--- src/design/hsl_to_rgb_converter_core_assert.svh ---
// Assertion shorthands shared by the converter RTL.
// Both expect clk and rst_n to be visible where they are used.
`ifndef HSL_TO_RGB_CONVERTER_CORE_ASSERT_SVH
`define HSL_TO_RGB_CONVERTER_CORE_ASSERT_SVH

// Same-cycle implication.
`define HSL_ASSERT_NOW(label, ante, cons, msg) \
    label: assert property (@(posedge clk) disable iff (!rst_n) (ante) |-> (cons)) \
        else $error(msg);

// Next-cycle implication.
`define HSL_ASSERT_NEXT(label, ante, cons, msg) \
    label: assert property (@(posedge clk) disable iff (!rst_n) (ante) |=> (cons)) \
        else $error(msg);

`endif

--- src/design/hsl2rgb_pkg.sv ---
package hsl2rgb_pkg;

    localparam int NUM_STAGES = 6;

    // Stage indexes along the pipe
    localparam int STG_WRAP = 0;
    localparam int STG_SEG  = 1;
    localparam int STG_DIFF = 2;
    localparam int STG_MUL  = 3;
    localparam int STG_SUM  = 4;
    localparam int STG_OUT  = 5;

    localparam int CHAN_W = 8;
    localparam logic [CHAN_W-1:0] CHAN_MAX = 8'hFF;

    // Per-stage load strobes from the valid chain
    typedef struct packed {
        logic [NUM_STAGES-1:0] load;
    } stage_ctl_t;

    // Piece of the hue ramp a channel falls in
    typedef enum logic [1:0] {
        SEG_RISE,
        SEG_HIGH,
        SEG_FALL,
        SEG_LOW
    } ramp_seg_t;

endpackage

--- src/design/hsl2rgb_if.sv ---
interface hsl2rgb_in_if #(parameter int IN_W = 17) ();
    logic            valid;
    logic            ready;
    logic [IN_W-1:0] hue;
    logic [IN_W-1:0] saturation;
    logic [IN_W-1:0] lightness;

    modport source (output valid, output hue, output saturation, output lightness,
                    input ready);
    modport sink   (input valid, input hue, input saturation, input lightness,
                    output ready);
endinterface

interface hsl2rgb_out_if import hsl2rgb_pkg::*; ();
    logic              valid;
    logic              ready;
    logic [CHAN_W-1:0] red;
    logic [CHAN_W-1:0] green;
    logic [CHAN_W-1:0] blue;

    modport source (output valid, output red, output green, output blue,
                    input ready);
    modport sink   (input valid, input red, input green, input blue,
                    output ready);
endinterface

--- src/design/hsl2rgb_channel.sv ---
module hsl2rgb_channel import hsl2rgb_pkg::*; #(
    parameter int FRACTION_BITS = 16
) (
    input  logic                             clk,
    input  stage_ctl_t                       ctl,
    input  logic signed [FRACTION_BITS+2:0]  t,
    input  logic signed [FRACTION_BITS+5:0]  d,
    input  logic signed [FRACTION_BITS+5:0]  p,
    input  logic signed [FRACTION_BITS+5:0]  q,
    output logic [CHAN_W-1:0]                chan
);

    localparam int F   = FRACTION_BITS;
    localparam int TW  = F + 3;
    localparam int TXW = TW + 3;
    localparam int VW  = F + 6;
    localparam int MW  = F + 2;
    localparam int PW  = VW + MW + 1;
    localparam int VVW = F + 7;
    localparam int CW  = VVW + 8;

    localparam int ONE_I = 1 << F;
    localparam logic signed [TW-1:0]  SIXTH_T = TW'((ONE_I + 3) / 6);
    localparam logic signed [TW-1:0]  HALF_T  = TW'(ONE_I / 2);
    localparam logic signed [TW-1:0]  TT_T    = TW'((2 * ONE_I + 1) / 3);
    localparam logic signed [TXW-1:0] TT_X    = TXW'((2 * ONE_I + 1) / 3);

    ramp_seg_t               seg2_reg, seg2_next, seg3_reg, seg4_reg;
    logic [MW-1:0]           m2_reg, m2_next, m3_reg;
    logic signed [TXW-1:0]   t_x, diff_x, m_wide;
    logic signed [PW-1:0]    d_x, m_x, prod4_reg, prod4_next;
    logic signed [VVW-1:0]   v5_reg, v5_next;
    logic signed [CW-1:0]    scaled, floored;
    logic [CHAN_W-1:0]       chan6_reg, chan6_next;

    // Segment select and ramp slope (6t or 6(2/3 - t))
    always_comb
    begin
        t_x    = {{3{t[TW-1]}}, t};
        diff_x = TT_X - t_x;
        m_wide = '0;
        priority if (t < SIXTH_T)
        begin
            seg2_next = SEG_RISE;
            m_wide    = (t_x <<< 2) + (t_x <<< 1);
        end
        else if (t < HALF_T)
        begin
            seg2_next = SEG_HIGH;
        end
        else if (t < TT_T)
        begin
            seg2_next = SEG_FALL;
            m_wide    = (diff_x <<< 2) + (diff_x <<< 1);
        end
        else
        begin
            seg2_next = SEG_LOW;
        end
        m2_next = m_wide[MW-1:0];
    end

    // (q - p) * slope
    always_comb
    begin
        d_x        = PW'(d);
        m_x        = $signed(PW'(m3_reg));
        prod4_next = d_x * m_x;
    end

    always_comb
    begin
        unique case (seg4_reg)
            SEG_RISE, SEG_FALL: v5_next = VVW'(p) + VVW'(prod4_reg >>> F);
            SEG_HIGH:           v5_next = VVW'(q);
            SEG_LOW:            v5_next = VVW'(p);
            default:            v5_next = VVW'(p);
        endcase
    end

    // floor(v * 255), clamped to a byte
    always_comb
    begin
        scaled  = (CW'(v5_reg) <<< 8) - CW'(v5_reg);
        floored = scaled >>> F;
        if (floored[CW-1])
            chan6_next = '0;
        else if (|floored[CW-1:CHAN_W])
            chan6_next = CHAN_MAX;
        else
            chan6_next = floored[CHAN_W-1:0];
    end

    always_ff @(posedge clk)
    begin
        if (ctl.load[STG_SEG])
        begin
            seg2_reg <= seg2_next;
            m2_reg   <= m2_next;
        end
        if (ctl.load[STG_DIFF])
        begin
            seg3_reg <= seg2_reg;
            m3_reg   <= m2_reg;
        end
        if (ctl.load[STG_MUL])
        begin
            seg4_reg  <= seg3_reg;
            prod4_reg <= prod4_next;
        end
        if (ctl.load[STG_SUM])
            v5_reg <= v5_next;
        if (ctl.load[STG_OUT])
            chan6_reg <= chan6_next;
    end

    assign chan = chan6_reg;

endmodule

--- src/design/hsl_to_rgb_converter_core.sv ---
// HSL to RGB pixel converter.
//
// pixel_in carries hue, saturation and lightness as unsigned fractions with
// FRACTION_BITS fractional bits (2^FRACTION_BITS is 1.0, one extra integer
// bit). pixel_out carries 8-bit red, green and blue. Both channels use
// valid/ready; a request moves when valid and ready are high at a clock edge.
//
// A result passes through six register stages before it shows on pixel_out:
// hue wrap and lightness multiply, q/p, q-p, ramp multiply, ramp sum, byte
// scaling. Throughput is one pixel per cycle while pixel_out does not stall.
//
// Each stage has its own valid bit and advances when empty or when the stage
// after it advances. A stall on pixel_out holds the full stages in place;
// empty stages upstream keep taking requests until the pipe is full.
// Asynchronous reset empties the pipe; payload registers are not reset.
`include "hsl_to_rgb_converter_core_assert.svh"

module hsl_to_rgb_converter_core import hsl2rgb_pkg::*; #(
    parameter int FRACTION_BITS = 16
) (
    input  logic          clk,
    input  logic          rst_n,
    hsl2rgb_in_if.sink    pixel_in,
    hsl2rgb_out_if.source pixel_out
);

    localparam int F     = FRACTION_BITS;
    localparam int IN_W  = F + 1;
    localparam int TW    = F + 3;
    localparam int VW    = F + 6;
    localparam int MB_W  = F + 2;
    localparam int P1_W  = IN_W + MB_W;
    localparam int LAST  = NUM_STAGES - 1;
    localparam int ONE_I = 1 << F;

    localparam logic [MB_W-1:0]      ONE_M   = MB_W'(ONE_I);
    localparam logic [IN_W-1:0]      HALF_L  = IN_W'(ONE_I / 2);
    localparam logic signed [TW-1:0] ONE_T   = TW'(ONE_I);
    localparam logic signed [TW-1:0] THIRD_T = TW'((ONE_I + 1) / 3);

    // Valid chain
    logic [NUM_STAGES-1:0] vld_reg, vld_next, adv;
    stage_ctl_t            ctl;

    // Stage 1: lightness product and wrapped hues
    logic [MB_W-1:0]        mb;
    logic [P1_W-1:0]        prod1_reg, prod1_next;
    logic [IN_W-1:0]        l1_reg, s1_reg;
    logic                   low1_reg;
    logic signed [TW-1:0]   h_ext;
    logic signed [TW-1:0]   t1_next [3];
    logic signed [TW-1:0]   t1_reg  [3];

    // Stages 2..4: q, p and their difference
    logic signed [VW-1:0]   q2_reg, q2_next, p2_reg, p2_next;
    logic signed [VW-1:0]   fl_ls;
    logic signed [VW-1:0]   d3_reg, p3_reg, q3_reg, p4_reg, q4_reg;

    logic [CHAN_W-1:0]      chan [3];

    logic in_acc, out_acc;

    function automatic logic signed [TW-1:0] wrap_hue(input logic signed [TW-1:0] t_in);
        logic signed [TW-1:0] tw;
        tw = t_in;
        if (tw < 0)
            tw = tw + ONE_T;
        if (tw > ONE_T)
            tw = tw - ONE_T;
        return tw;
    endfunction

    // ---------------------------------------------------------------------
    // Handshake: a stage loads when it is empty or its successor loads.
    // ---------------------------------------------------------------------
    always_comb
    begin
        adv[LAST] = !vld_reg[LAST] || pixel_out.ready;
        for (int k = LAST - 1; k >= 0; k--)
            adv[k] = !vld_reg[k] || adv[k+1];
    end

    always_comb
    begin
        vld_next = vld_reg;
        if (adv[0])
            vld_next[0] = pixel_in.valid;
        for (int k = 1; k < NUM_STAGES; k++)
            if (adv[k])
                vld_next[k] = vld_reg[k-1];
    end

    always_ff @(posedge clk or negedge rst_n)
    begin
        if (!rst_n)
            vld_reg <= '0;
        else
            vld_reg <= vld_next;
    end

    assign ctl.load       = adv;
    assign pixel_in.ready = adv[0];

    // ---------------------------------------------------------------------
    // Stage 1. Below one half, q = l * (1 + s); otherwise q = l + s - l * s.
    // Either way one product of lightness is needed.
    // ---------------------------------------------------------------------
    always_comb
    begin
        mb = (pixel_in.lightness < HALF_L) ? ONE_M + MB_W'(pixel_in.saturation)
                                           : MB_W'(pixel_in.saturation);
        prod1_next = P1_W'(pixel_in.lightness) * P1_W'(mb);
        h_ext      = $signed(TW'(pixel_in.hue));
        t1_next[0] = wrap_hue(h_ext + THIRD_T);   // red
        t1_next[1] = wrap_hue(h_ext);             // green
        t1_next[2] = wrap_hue(h_ext - THIRD_T);   // blue
    end

    // ---------------------------------------------------------------------
    // Stage 2: q and p = 2l - q. Zero saturation falls out as q = p = l,
    // which makes every channel grey without a special path.
    // ---------------------------------------------------------------------
    always_comb
    begin
        fl_ls = $signed(VW'(prod1_reg >> F));
        if (low1_reg)
            q2_next = fl_ls;
        else
            q2_next = $signed(VW'(l1_reg)) + $signed(VW'(s1_reg)) - fl_ls;
        p2_next = $signed(VW'({l1_reg, 1'b0})) - q2_next;
    end

    always_ff @(posedge clk)
    begin
        if (adv[STG_WRAP])
        begin
            prod1_reg <= prod1_next;
            l1_reg    <= pixel_in.lightness;
            s1_reg    <= pixel_in.saturation;
            low1_reg  <= (pixel_in.lightness < HALF_L);
            t1_reg    <= t1_next;
        end
        if (adv[STG_SEG])
        begin
            q2_reg <= q2_next;
            p2_reg <= p2_next;
        end
        if (adv[STG_DIFF])
        begin
            d3_reg <= q2_reg - p2_reg;
            p3_reg <= p2_reg;
            q3_reg <= q2_reg;
        end
        if (adv[STG_MUL])
        begin
            p4_reg <= p3_reg;
            q4_reg <= q3_reg;
        end
    end

    // ---------------------------------------------------------------------
    // Per-channel ramp, product, sum and byte scaling (stages 2..6)
    // ---------------------------------------------------------------------
    for (genvar c = 0; c < 3; c++)
    begin : g_chan
        hsl2rgb_channel #(
            .FRACTION_BITS(FRACTION_BITS)
        ) u_chan (
            .clk  (clk),
            .ctl  (ctl),
            .t    (t1_reg[c]),
            .d    (d3_reg),
            .p    (p4_reg),
            .q    (q4_reg),
            .chan (chan[c])
        );
    end

    assign pixel_out.valid = vld_reg[LAST];
    assign pixel_out.red   = chan[0];
    assign pixel_out.green = chan[1];
    assign pixel_out.blue  = chan[2];

    // ---------------------------------------------------------------------
    // Checks: occupancy moves only with requests in and out, and a bubble
    // anywhere in the pipe must open the input.
    // ---------------------------------------------------------------------
    assign in_acc  = pixel_in.valid && adv[0];
    assign out_acc = vld_reg[LAST] && pixel_out.ready;

    `HSL_ASSERT_NOW(a_bubble_ready, !(&vld_reg), pixel_in.ready,
        "pipe has a bubble but input is stalled")
    `HSL_ASSERT_NEXT(a_fill_count, in_acc && !out_acc,
        $countones(vld_reg) == $past($countones(vld_reg)) + 1,
        "occupancy did not grow on accepted request")
    `HSL_ASSERT_NEXT(a_drain_count, out_acc && !in_acc,
        $countones(vld_reg) + 1 == $past($countones(vld_reg)),
        "occupancy did not shrink on delivered result")
    `HSL_ASSERT_NEXT(a_hold_count, in_acc == out_acc,
        $countones(vld_reg) == $past($countones(vld_reg)),
        "occupancy changed without net traffic")

endmodule
--- src/flat_wrapper.sv ---
// flat-port wrapper written by rule: the top's interface ports become plain ports
module hsl_to_rgb_converter_core_flat import hsl2rgb_pkg::*;
#(
    parameter int FRACTION_BITS = 16
)
  (clk, rst_n, pixel_in_valid, pixel_in_hue, pixel_in_saturation, pixel_in_lightness, pixel_in_ready, pixel_out_valid, pixel_out_red, pixel_out_green, pixel_out_blue, pixel_out_ready);
  hsl2rgb_in_if pixel_in_i ();
  hsl2rgb_out_if pixel_out_i ();
  input  logic clk;
  input  logic rst_n;
  input wire logic [$bits(pixel_in_i.valid)-1:0] pixel_in_valid;
  input wire logic [$bits(pixel_in_i.hue)-1:0] pixel_in_hue;
  input wire logic [$bits(pixel_in_i.saturation)-1:0] pixel_in_saturation;
  input wire logic [$bits(pixel_in_i.lightness)-1:0] pixel_in_lightness;
  output wire logic [$bits(pixel_in_i.ready)-1:0] pixel_in_ready;
  output wire logic [$bits(pixel_out_i.valid)-1:0] pixel_out_valid;
  output wire logic [$bits(pixel_out_i.red)-1:0] pixel_out_red;
  output wire logic [$bits(pixel_out_i.green)-1:0] pixel_out_green;
  output wire logic [$bits(pixel_out_i.blue)-1:0] pixel_out_blue;
  input wire logic [$bits(pixel_out_i.ready)-1:0] pixel_out_ready;
  assign pixel_in_i.valid = pixel_in_valid;
  assign pixel_in_i.hue = pixel_in_hue;
  assign pixel_in_i.saturation = pixel_in_saturation;
  assign pixel_in_i.lightness = pixel_in_lightness;
  assign pixel_in_ready = pixel_in_i.ready;
  assign pixel_out_valid = pixel_out_i.valid;
  assign pixel_out_red = pixel_out_i.red;
  assign pixel_out_green = pixel_out_i.green;
  assign pixel_out_blue = pixel_out_i.blue;
  assign pixel_out_i.ready = pixel_out_ready;
  hsl_to_rgb_converter_core #(.FRACTION_BITS(FRACTION_BITS)) u_core (.clk(clk), .rst_n(rst_n), .pixel_in(pixel_in_i), .pixel_out(pixel_out_i));
endmodule
--- config.mk ---
export PLATFORM = sky130hd
export DESIGN_NAME = hsl_to_rgb_converter_core_flat
export DESIGN_NICKNAME = d
export VERILOG_FILES = /design/src/design/hsl2rgb_pkg.sv /design/src/design/hsl2rgb_if.sv /design/src/design/hsl2rgb_channel.sv /design/src/design/hsl_to_rgb_converter_core.sv /design/src/flat_wrapper.sv
export VERILOG_INCLUDE_DIRS = /design/src /design/src/design
export SDC_FILE = /design/constraint.sdc
export NUM_CORES = 2
export LEC_CHECK = 0
export BUFFER_PORTS_ARGS = -buffer_cell sky130_fd_sc_hd__buf_2
export CORE_UTILIZATION = 55
export CTS_BUF_LIST = sky130_fd_sc_hd__clkbuf_16
export CTS_CLUSTER_DIAMETER = 120
export CTS_CLUSTER_SIZE = 12
export DETAILED_ROUTE_END_ITERATION = 10
export GPL_TIMING_DRIVEN = 0
export PLACE_DENSITY = 0.74
export SLEW_MARGIN = 20
export SYNTH_ARGS = -nofsm -noshare
export SYNTH_HDL_FRONTEND = slang
export SYNTH_SLANG_ARGS = --single-unit
--- constraint.sdc ---
create_clock -name clk -period 8.5 [get_ports clk]
set_input_delay 0.425 -clock clk [delete_from_list [all_inputs] [get_ports clk]]
set_output_delay 0.425 -clock clk [all_outputs]
set_load 0.01 [all_outputs]
==> flow_metrics.py <==
metrics = {
    "global_route": {
        "grt_max_degree": 78,
        "grt_pass1_wl_mm": 355.9,
        "grt.overflow.total": 0,
        "antenna_found_initial": 15,
        "grt_usage": 0.3142,
        "grt_pass1_vias": 61800,
    },
    "route": {
        "drt-wirelength-per-cell_um": 22.24,
        "ant_nets": 0,
        "firstDrtPassIters": 9,
        "wirelength_mm": 233.0,
        "vias": 59190,
        "drc": 6,
        "drt-vias-per-instance": 5.650,
        "initialDrtViolationCount": 5092,
    },
    "clock_tree": {
        "cts_buffers": 53,
        "cts-root-buf": "clkbuf_16",
        "h-tree-depth": 2,
        "cts.clk_slew.worst_paths_ns": 0.06,
        "cts_tree": "yes",
        "cts.sinks": 546,
        "cts_buffer_depth": 3,
        "post_cts_buffers": 0,
        "clk_latency_ns": 0.68,
    },
    "setup_path": {
        "endpoint_kind": "flop",
        "critical_path_class": "reg2reg",
        "cp_slowest_cell": "clkbuf_1",
        "worstPathCellList": "clkbuf_1, and2_1, fa_1, inv_1, fa_1, inv_1, fa_1, fa_1, fa_1, inv_1, fa_1, inv_1, ha_1, a21oi_1, o21ai_0, a211oi_1, o31ai_2, o31ai_1, o211ai_1, a211o_1, nand2_1, nor2_1, a211oi_1",
        "cp.arrival_ns": 8.69,
        "crit_path_max_fanout": 10,
        "critPathLaunchType": "flop",
        "required_ns": 8.93,
        "critPathLaunch": "u_core.d3_reg[6]$_DFFE_PP_",
        "rrSetupSlack_ns": 0.24,
        "cp_common_cell": "fa_1",
        "max_stage_delay_ns": 0.91,
        "r2r_start": "u_core.d3_reg[6]$_DFFE_PP_",
    },
    "timing": {
        "max_slew_margin": 0.1187,
        "max_clock_freq_ghz": 0.1211,
        "fin_crit_sh": 0.9717,
        "rsz0062_at_grt": "yes",
        "hold_viol": 0,
        "drv_slew": 0,
        "clock_skew_ns": 0.08149,
        "layout_min_cycle_time_ns": 8.260,
        "worst_slack_ns": 0.2403,
        "whs_ns": 0.04495,
        "finalSetupViolations": 0,
        "tightest_slew_ns": 1.322,
    },
    "outcome": {
        "violations": "DRC",
        "status": "complete, but fails checks",
    },
    "layout": {
        "final_area_um2": 86670,
        "num-nets-final": 10680,
        "drive_gt1_frac": 0.02672,
        "syn2layout_area_growth_pct": 6.069,
        "nFillCells": 12470,
    },
    "hold_path": {
        "min_path_type": "in2reg",
        "hp-start": "pixel_in_hue[11]",
    },
    "place": {
        "globalplace.congestion": 1.023,
        "portBuffers": 80,
        "place_hpwl_mm": 191.9,
        "place_area_um2": 84880,
        "pre_cts_slack_ns": 0.1586,
    },
    "floorplanning": {
        "die_x_um": 387.4,
        "initial_core_util": 0.5533,
        "die_h_um": 387.4,
        "rows": 141,
        "ios": 81,
        "die_area_um2": 150100,
        "coreArea_um2": 147700,
    },
    "synth": {
        "ys_warn_count": 0,
        "synth.distinct_cells": 98,
        "synth_cells": 8318,
        "syn-cell-area_um2": 81710,
        "avgSynthCellArea_um2": 9.823,
        "synth_edf_count": 540,
        "synth-main-ff-cell": "edfxtp_1",
        "ys_ff_latch": 546,
        "yosysSeqAreaShare": 0.2003,
        "async_flop_share": 0.01099,
    },
    "job": {
        "max_cap_viol_count": 0,
    },
}
## metrics by stage
| step | setup TNS [ns] | std cells | utilization |
|---|---|---|---|
| final | 0 | 10480 | 0.5869 |
| after global routing | -0.03287 | 10460 | 0.5867 |
| after CTS | 0 | 10460 | 0.5867 |
| after detailed placement | 0 | 10370 | 0.5748 |
| after global placement | -474.49 | 10360 | 0.5732 |
| after floorplan | 0 | 8348 | - |
## repair_timing
item / CTS / global route
hold endpoints to repair: 26 / 0
setup endpoints to repair: 0 / 7
hold buffers: 21 / 0
gates resized for setup: 0 / 8
## worst max-delay path, delay by kind of cell, from the launching register on
kind | cells | cell delay (ns)
and+or+nand+nor | 3 | 0.45
AOI/OAI and AO/OA | 8 | 2.65
adders and majority gates | 7 | 3.09
DFF | 1 | 0.66
buffers and inverters | 5 | 1.18
## cell type report
cell class | instances | area, µm² | area share
flip-flops and latches | 546 | 16370 | 0.1888
clock inverters | 23 | 212.7 | 0.002454
inverters | 1782 | 6694 | 0.07724
diodes | 14 | 35.03 | 0.0004042
multi-input cells | 5720 | 57640 | 0.6651
plain buffers | 300 | 1171 | 0.01351
well taps | 1930 | 2415 | 0.02786
repair buffers | 108 | 803.3 | 0.009268
clock buffers | 53 | 1326 | 0.01530
## cells in the final DEF (no fill, tap or decap), types with 25 or more instances in the layout
master | netlist | routed
xor2_1 | 137 | 137
a211oi_1 | 25 | 25
a31oi_1 | 36 | 36
o21bai_1 | 40 | 40
a21oi_1 | 292 | 292
edfxtp_1 | 540 | 540
fa_1 | 1305 | 1305
o21a_1 | 81 | 81
o21ai_0 | 155 | 155
nand2b_1 | 45 | 45
clkbuf_16 | 0 | 53
inv_1 | 1781 | 1796
or3_1 | 25 | 25
clkbuf_1 | 283 | 280
xnor2_1 | 285 | 285
nor2_1 | 230 | 230
and2_1 | 702 | 702
nand2_1 | 834 | 832
o22ai_1 | 45 | 45
a21o_1 | 112 | 112
ha_1 | 805 | 805
nor2b_1 | 51 | 51
nand3_1 | 55 | 53
mux2i_1 | 59 | 59
buf_2 | 2 | 82
conb_1 | 2 | 32
and3_1 | 27 | 27
nor3_1 | 64 | 64
## worst paths after layout
path | depth (start not counted) | end
setup / recovery | 23 | u_core.g_chan[1].u_chan.prod4_reg[38]$_DFFE_PP_
hold / removal | 1 | u_core.t1_reg[30]$_DFFE_PP_
hold reg to reg | 0 | u_core.q4_reg[0]$_DFFE_PP_
max in group asynchronous | 2 | u_core.vld_reg[2]$_DFFE_PN0P_
min in group asynchronous | 2 | u_core.vld_reg[3]$_DFFE_PN0P_
setup reg to reg | 23 | u_core.g_chan[1].u_chan.prod4_reg[38]$_DFFE_PP_
## kinds of logic (layout without fill, tap and decap cells)
logic type,Yosys count,count (layout),share of synthesized area
fa+ha+maj,2112,2112,0.4433
flops,546,546,0.2003
simple gates,2103,2103,0.1276
compound gates,973,973,0.07721
other cells,2,46,0.00009191
buf+inv,2082,2266,0.09615
xor+xnor,424,424,0.04579
mux,76,76,0.009571
## synthesized netlist by cell type, types with 27 or more instances
| library cell | instances | area (µm²) |
|---|---|---|
| and2_1 | 702 | 4392 |
| xor2_1 | 137 | 1200 |
| nor2_1 | 230 | 863.3 |
| a21o_1 | 112 | 840.8 |
| o21a_1 | 81 | 608.1 |
| edfxtp_1 | 540 | 16220 |
| nand3_1 | 55 | 275.3 |
| nand2_1 | 834 | 3131 |
| mux2i_1 | 59 | 590.6 |
| xnor2_1 | 285 | 2496 |
| ha_1 | 805 | 10070 |
| fa_1 | 1305 | 26130 |
| o21bai_1 | 40 | 300.3 |
| o22ai_1 | 45 | 281.5 |
| and3_1 | 27 | 168.9 |
| nor2b_1 | 51 | 319.1 |
| inv_1 | 1781 | 6685 |
| a31oi_1 | 36 | 225.2 |
| nor3_1 | 64 | 320.3 |
| o21ai_0 | 155 | 775.7 |
| a21oi_1 | 292 | 1461 |
| clkbuf_1 | 283 | 1062 |
| nand2b_1 | 45 | 281.5 |
## layer usage
layer  GRT usage  part of all wire  routed length (µm)  vias to the layer above
met5           0           0.00021                  48                        -
met1      0.4020              0.39               90680                    29550
met2      0.5039              0.46              106300                     2653
li1            -                 -                   -                    26360
met4      0.1551             0.058               13500                        8
met3     0.07099             0.096               22470                      625
Power is not shown: default switching activity piles up to over one toggle a cycle in this logic, so the estimate is an artifact.
